$ cat src/design/assert_macros.svh
// Assertion helpers used by the RTL.
`ifndef ASSERT_MACROS_SVH
`define ASSERT_MACROS_SVH

// Same-cycle implication, held off during reset.
`define JVCS_ASSERT_IMP(label, clk, rst_n, ante, cons) \
    label: assert property (@(posedge clk) disable iff (!(rst_n)) (ante) |-> (cons)) \
        else $error("assertion failed: same-cycle implication");

// Next-cycle implication, held off during reset.
`define JVCS_ASSERT_NXT(label, clk, rst_n, ante, cons) \
    label: assert property (@(posedge clk) disable iff (!(rst_n)) (ante) |=> (cons)) \
        else $error("assertion failed: next-cycle implication");

`endif

$ cat src/design/jvcs_pkg.sv
// ----------------------------------------------------------------------------
// jvcs_pkg
// Shared constants and types for the jittered Voronoi corner selector.
// ----------------------------------------------------------------------------
package jvcs_pkg;

    localparam logic [63:0] LCG_MUL = 64'd6364136223846793005;
    localparam logic [63:0] LCG_ADD = 64'd1442695040888963407;

    localparam int NUM_AXES    = 3;
    localparam int NUM_CORNERS = 8;
    localparam int NUM_STEPS   = 8;
    localparam int LCG_LAT     = 4;
    localparam int DIST_LAT    = 3;
    localparam int TREE_LAT    = 3;
    localparam int PIPE_LAT    = 1 + NUM_STEPS * LCG_LAT + DIST_LAT + TREE_LAT;

    // hash steps whose result carries a jitter code
    localparam logic [2:0] STEP_JIT_X = 3'd5;
    localparam logic [2:0] STEP_JIT_Y = 3'd6;
    localparam logic [2:0] STEP_JIT_Z = 3'd7;

    typedef logic signed [29:0] t_cell;
    typedef logic [9:0]         t_jit;
    typedef logic [27:0]        t_sq;
    typedef logic [29:0]        t_dist;

    // per-corner request context handed along the hash chain
    typedef struct packed {
        logic [63:0]     seed;
        t_cell [2:0]     cc;
        logic [2:0][1:0] q;
        t_jit [2:0]      k;
    } t_ctx;

endpackage

$ cat src/design/jvcs_dist_unit.sv
// ----------------------------------------------------------------------------
// jvcs_dist_unit
// Squared distance of one jittered corner, in units of (1/10240 cell)^2, three stages.
// ----------------------------------------------------------------------------
module jvcs_dist_unit import jvcs_pkg::*; (
    input  logic       i_clk,
    input  logic       i_en,
    input  logic [2:0] i_corner,
    input  t_ctx       i_ctx,
    output t_dist      o_dist
);

    logic signed [15:0] r_off [NUM_AXES];
    t_sq                r_sq  [NUM_AXES];
    t_dist              r_dist;
    logic signed [15:0] n_off [NUM_AXES];
    logic signed [15:0] w_qs  [NUM_AXES];
    logic signed [31:0] n_sq  [NUM_AXES];

    // axis offset 2560*q' + 9*(k-512) and its square
    always_comb begin
        for (int a = 0; a < NUM_AXES; a++) begin
            w_qs[a]  = $signed({14'b0, i_ctx.q[a]})
                     - (i_corner[2-a] ? 16'sd4 : 16'sd0);
            n_off[a] = w_qs[a] * 16'sd2560
                     + 16'sd9 * ($signed({6'b0, i_ctx.k[a]}) - 16'sd512);
            n_sq[a]  = r_off[a] * r_off[a];
        end
    end

    always_ff @(posedge i_clk) begin
        if (i_en) begin
            for (int a = 0; a < NUM_AXES; a++) begin
                r_off[a] <= n_off[a];
                r_sq[a]  <= n_sq[a][27:0];
            end
            r_dist <= {2'b0, r_sq[0]} + {2'b0, r_sq[1]} + {2'b0, r_sq[2]};
        end
    end

    assign o_dist = r_dist;

endmodule

$ cat config.mk
export PLATFORM = sky130hd
export DESIGN_NAME = jvcs_dist_unit
export DESIGN_NICKNAME = d
export VERILOG_FILES = /design/src/design/assert_macros.svh /design/src/design/jvcs_pkg.sv /design/src/design/jvcs_dist_unit.sv
export SDC_FILE = /design/constraint.sdc
export NUM_CORES = 2
export LEC_CHECK = 0
export BUFFER_PORTS_ARGS = -buffer_cell sky130_fd_sc_hd__buf_2
export CORE_ASPECT_RATIO = 1.75
export CORE_UTILIZATION = 55
export DETAILED_ROUTE_END_ITERATION = 10
export HOLD_SLACK_MARGIN = 0.05
export PLACE_DENSITY = 0.74
export SLEW_MARGIN = 10
export SYNTH_ARGS = -nofsm -noshare
export SYNTH_HDL_FRONTEND = slang
export SYNTH_SLANG_ARGS = --single-unit
export TNS_END_PERCENT = 10
$ cat constraint.sdc
create_clock -name i_clk -period 11.57 [get_ports i_clk]
set_input_delay 0 -clock i_clk [delete_from_list [all_inputs] [get_ports i_clk]]
set_output_delay 0 -clock i_clk [all_outputs]
set_load 0.005 [all_outputs]
# [Yosys cells after proc, flatten, opt, wreduce, memory -nomap -nowiden]
# Memory sizes are Yosys's and may differ from the RTL's.
# Index checks and enable logic that the tools add are counted.
[totals] regBits=30 ramBits=132 input_bits=195 out_inout_bits=30 n_memories=2
[op_classes] add_sub_neg=11 n_mul=9 n_mux=5
[mem_list] name="r_sq" words=3 width=28 rd=3 rd_ports_with_merged_regs=0 write_ports=3 line="jvcs_dist_unit.sv:14" text="t_sq r_sq [NUM_AXES];"
[mem_list] name="r_off" words=3 width=16 rd=3 rd_ports_with_merged_regs=0 write_ports=3 line="jvcs_dist_unit.sv:13" text="logic signed [15:0] r_off [NUM_AXES];"
[ops] cell="multiplier 16 x 16 -> 28 bit" count=3
[ops] cell="adder 16 bit" count=3
[ops] cell="multiplier 5 x 11 -> 16 bit (first input constant)" count=3
[ops] cell="subtractor 10 x 10 -> 11 bit (second input constant)" count=3
[ops] cell="adder 29 x 28 -> 30 bit" count=1
[ops] cell="adder 28 x 28 -> 29 bit" count=1
[ops] cell="multiplier 4 x 4 -> 7 bit (second input constant)" count=3
[ops] cell="subtractor 2 x 3 -> 4 bit" count=3
[ops] cell="two-way mux 3 bit" count=3
[ops] cell="two-way mux 1 bit" count=2

# [Longest topological paths before layout]
[depth] word_depth=4 ltp_mapped=24 depth_no_buf=22

# [Worst setup path before layout]
# Ideal clock, no wire load.
[synth_path] kind="register -> register" startpoint="memory r_off[0][3]" endpoint="memory r_sq[0][26] (netlist name), data pin" t_arrival_ns=5.894 required_ns=11.308 setup_slack_ns=5.414 path_stages_with_launch=23 path_buffers=1 period_less_slack_ns=6.156 cell_sequence="edfxtp_1 clkbuf_1 nand2_1 inv_1 fa_1 inv_1 fa_1 fa_1 fa_1 inv_1 fa_1 inv_1 fa_1 inv_1 ha_1 and3_1 a22o_1 a211oi_2 o21bai_1 a221o_1 a41oi_1 a21oi_1 xor2_1"
[synth_rtl] item="start, declared" line="jvcs_dist_unit.sv:13"
[synth_rtl] item="end, declared" line="jvcs_dist_unit.sv:14"

==> metrics.md <==
| Metric | Value |
|---|---|
| Top cells by area, synth | fa_1, ha_1, edfxtp_1 |
| Share of the synthesized area in the top cell type | 38.8% |
| Final #Nets | 4680 |
| Period utilization | between 50% and 60% |
| Ys flop type | edfxtp_1 |
| Largest net degree at the start of global routing | 105 |
| Die Height | ~330 µm |
| Commonest non-fill, non-tap cell in the layout | inv_1 |
| CTS tree | yes |
| Most frequent cells in the layout | inv_1, fa_1, ha_1 |
| Io pins | 225 |
| Wire per inst | 16.8 µm |
| Worst Hold Class | input pin to flop |
| R2R Path End | r_sq[0][25]$_DFFE_PP_ |
| DRC | 0 |
| Cell Rows | 119 |
| RR Startpoint | r_off[0][1]$_DFFE_PP_ |
| Fill count | 5128 |
| HPWL Detailed | 60.2 mm |
| TritonCTS Buffers | 17 |
| CP Launch Point | r_off[0][1]$_DFFE_PP_ |
| CTS Root Cell | clkbuf_16 |
| CTS resizes | 0 |
| Post-CTS Setup Inserts | 0 |
| Crit path time final | 6850 ps |
| Critical path class | flop to flop |
| First DRT Iteration DRCs | slightly below 1000 |
| Post-route setup TNS | 0 ps |
| # diodes | 0 |
| Setup violators final | 0 |
| Ys async rst share | 0% |
| Post-Route WL | 71.1 mm |
| Slew @ Worst Pin | roughly 1100 ps |
| Initial Utilization | 55.7% |
| RePlAce Congestion | 0.923 |
| WP data required | 11770 ps |
| Total GRT Usage | around a quarter |
| Share of cells above drive strength 1 | 3.87% |
| Vias per std cell | 5.27 |
| Bufs on Longest Clock Path | 2 |
| Worst Setup Start Kind | flop |
| Yosys top cell by area | fa_1 |
| Worst setup path end | r_sq[0][25]$_DFFE_PP_ |
| Cts hold-fix bufs | 15 |
| CTS sink count | 159 |
| CTS clock-pin slew for the worst setup and hold paths | 80 ps |
| Global route overflow | 0 |
| Port Buffer Count | 70 |
| Pre-antenna DRT Iters | 5 |
| Sequential-to-total area share from yosys stat | 14.3% |
| Final Max Tran Viols | 0 |
| R2r setup slk | 4720 ps |
| Die extent in x | 189 µm |
| # Max-Cap Violations | 0 |
| Vias in the first global route | approximately 25000 |
| Fin util | between 50 and 60% |
| Max Clk Rate | 146 MHz |
| Yosys Warn Count | 0 |
| Layout area overhead | 5.49% |
| Register area | 4770 µm² |
| DR vias | 22400 |
| Rel. slew slack | about 29% |
| Mean Syn Cell Area | 9.84 µm² |
| Arrival time worst endpoint | 7050 ps |
| Clk Latency, worst-skew pair | 470 ps |
| Final hold viol count | 0 |
| Die ar. | slightly above 60000 µm² |
| Setup crit end kind | flop |
| Synthesized cell area | approximately 33000 µm² |
| R2r worst-path depth | 20 |
| Run status | completed |
| Final Skew | 10.7 ps |
| FF+latch count, synth | 159 |
| Htree depth | 4 |
| First-pass GRT wire length | approximately 120 mm |
| Footprint of the multi-input gates | 24700 µm² |
| Antenna violation net count after detailed routing | 0 |
| Initial antenna violation count | 0 |
| Core Area | 60200 µm² |
| EDFF count, synth | 159 |
| RSZ-0062 raised after global routing | no |
| Count of unique library cells instantiated by Yosys | 65 |
| Cells after Synth | 3404 |
| Crit-path max FO | 21 |
## flip-flops by register name, indices dropped and copies added, names as in the netlist
signal,count
r_off,48
o_dist,30
r_sq,81
## cells in the mapped netlist, types with 4 or more instances
cell type,count
nand2_1,240
xnor2_1,156
nand2b_1,22
ha_1,389
nand3b_1,8
nand4_1,5
a21boi_0,4
a31o_2,12
a311oi_1,4
and3_1,19
fa_1,650
edfxtp_1,159
or3_1,6
a21o_1,46
clkbuf_1,67
inv_1,998
nor3_1,27
o41ai_1,4
and2_1,116
o21bai_1,26
or2_2,6
o31ai_1,5
o21ai_0,36
a41o_1,4
nand4b_1,4
a21oi_1,98
o21a_1,15
nand3_1,23
a211oi_1,8
nor2_1,122
a31oi_1,9
a221oi_1,4
o211ai_1,7
xor2_1,44
nor2b_1,15
## cell families (layout without fill, tap and decap cells)
kind of cell,Yosys count,count (layout),synth area share (%)
compound gates,308,308,6.13
xor+xnor,200,200,5.23
fa+ha+maj,1039,1039,53.4
buf+inv,1069,1122,12.0
flops,159,159,14.3
mux,4,4,0.131
other cells,1,3,0.0112
simple gates,624,624,8.90
## worst min path at each step
stage / cells past startpoint / endpoint / start
floorplan: 0 / r_off[0][0]$_DFFE_PP_ / i_ctx[0]
global placement: 1 / r_off[0][0]$_DFFE_PP_ / i_ctx[0]
detailed placement: 1 / r_off[0][0]$_DFFE_PP_ / i_ctx[0]
CTS: 4 / r_off[0][21]$_DFFE_PP_ / i_ctx[15]
global route: 4 / r_off[0][21]$_DFFE_PP_ / i_ctx[15]
finish: 4 / r_off[0][21]$_DFFE_PP_ / i_ctx[15]
## cell type report
class	instances	area share, %
multi-input cells	2178	70.0
clock inverters	14	0.397
flip-flops and latches	159	13.5
inverters	1002	10.6
repair buffers	88	1.50
well taps	786	2.78
clock buffers	18	1.21
## layer usage
metal  vias up  share of wire (%)  wire [µm]  global-route usage, %
li1      10400                  -          -                      -
met1     11200                 34      24100                   25.7
met2       536                 57      40500                   48.7
met3       244                3.4       2400                   2.40
met4         0                5.8       4130                   14.0
met5         -                  0          0                      0
## through the flow
stage	hold WS (ps)	cell area, µm²	worst slack, ps	std cells
3_3_place_gp	200	34600	4840	4198
4_1_cts	77.2	35300	4780	4245
5_1_grt	116	35300	4470	4245
6_report	88.3	35300	4720	4245
3_5_place_dp	199	34600	4850	4198
2_1_floorplan	98.9	33500	5410	3406
## worst max-delay path, stage by stage (launching register included)
cell and delay (ps):
edfxtp_1 730, and2_1 350, fa_1 480, inv_1 50, fa_1 560, fa_1 450
fa_1 540, inv_1 50, fa_1 470, inv_1 50, fa_1 480, inv_1 40
ha_1 290, and3_1 170, a22o_1 250, a211oi_1 340, o21ai_0 270, o31ai_1 370
a31oi_1 240, a21oi_1 260, o211ai_1 120
Power is left out: the tool's default activity adds up to more than one toggle a clock period on the data nets, which glitch-free logic cannot reach.
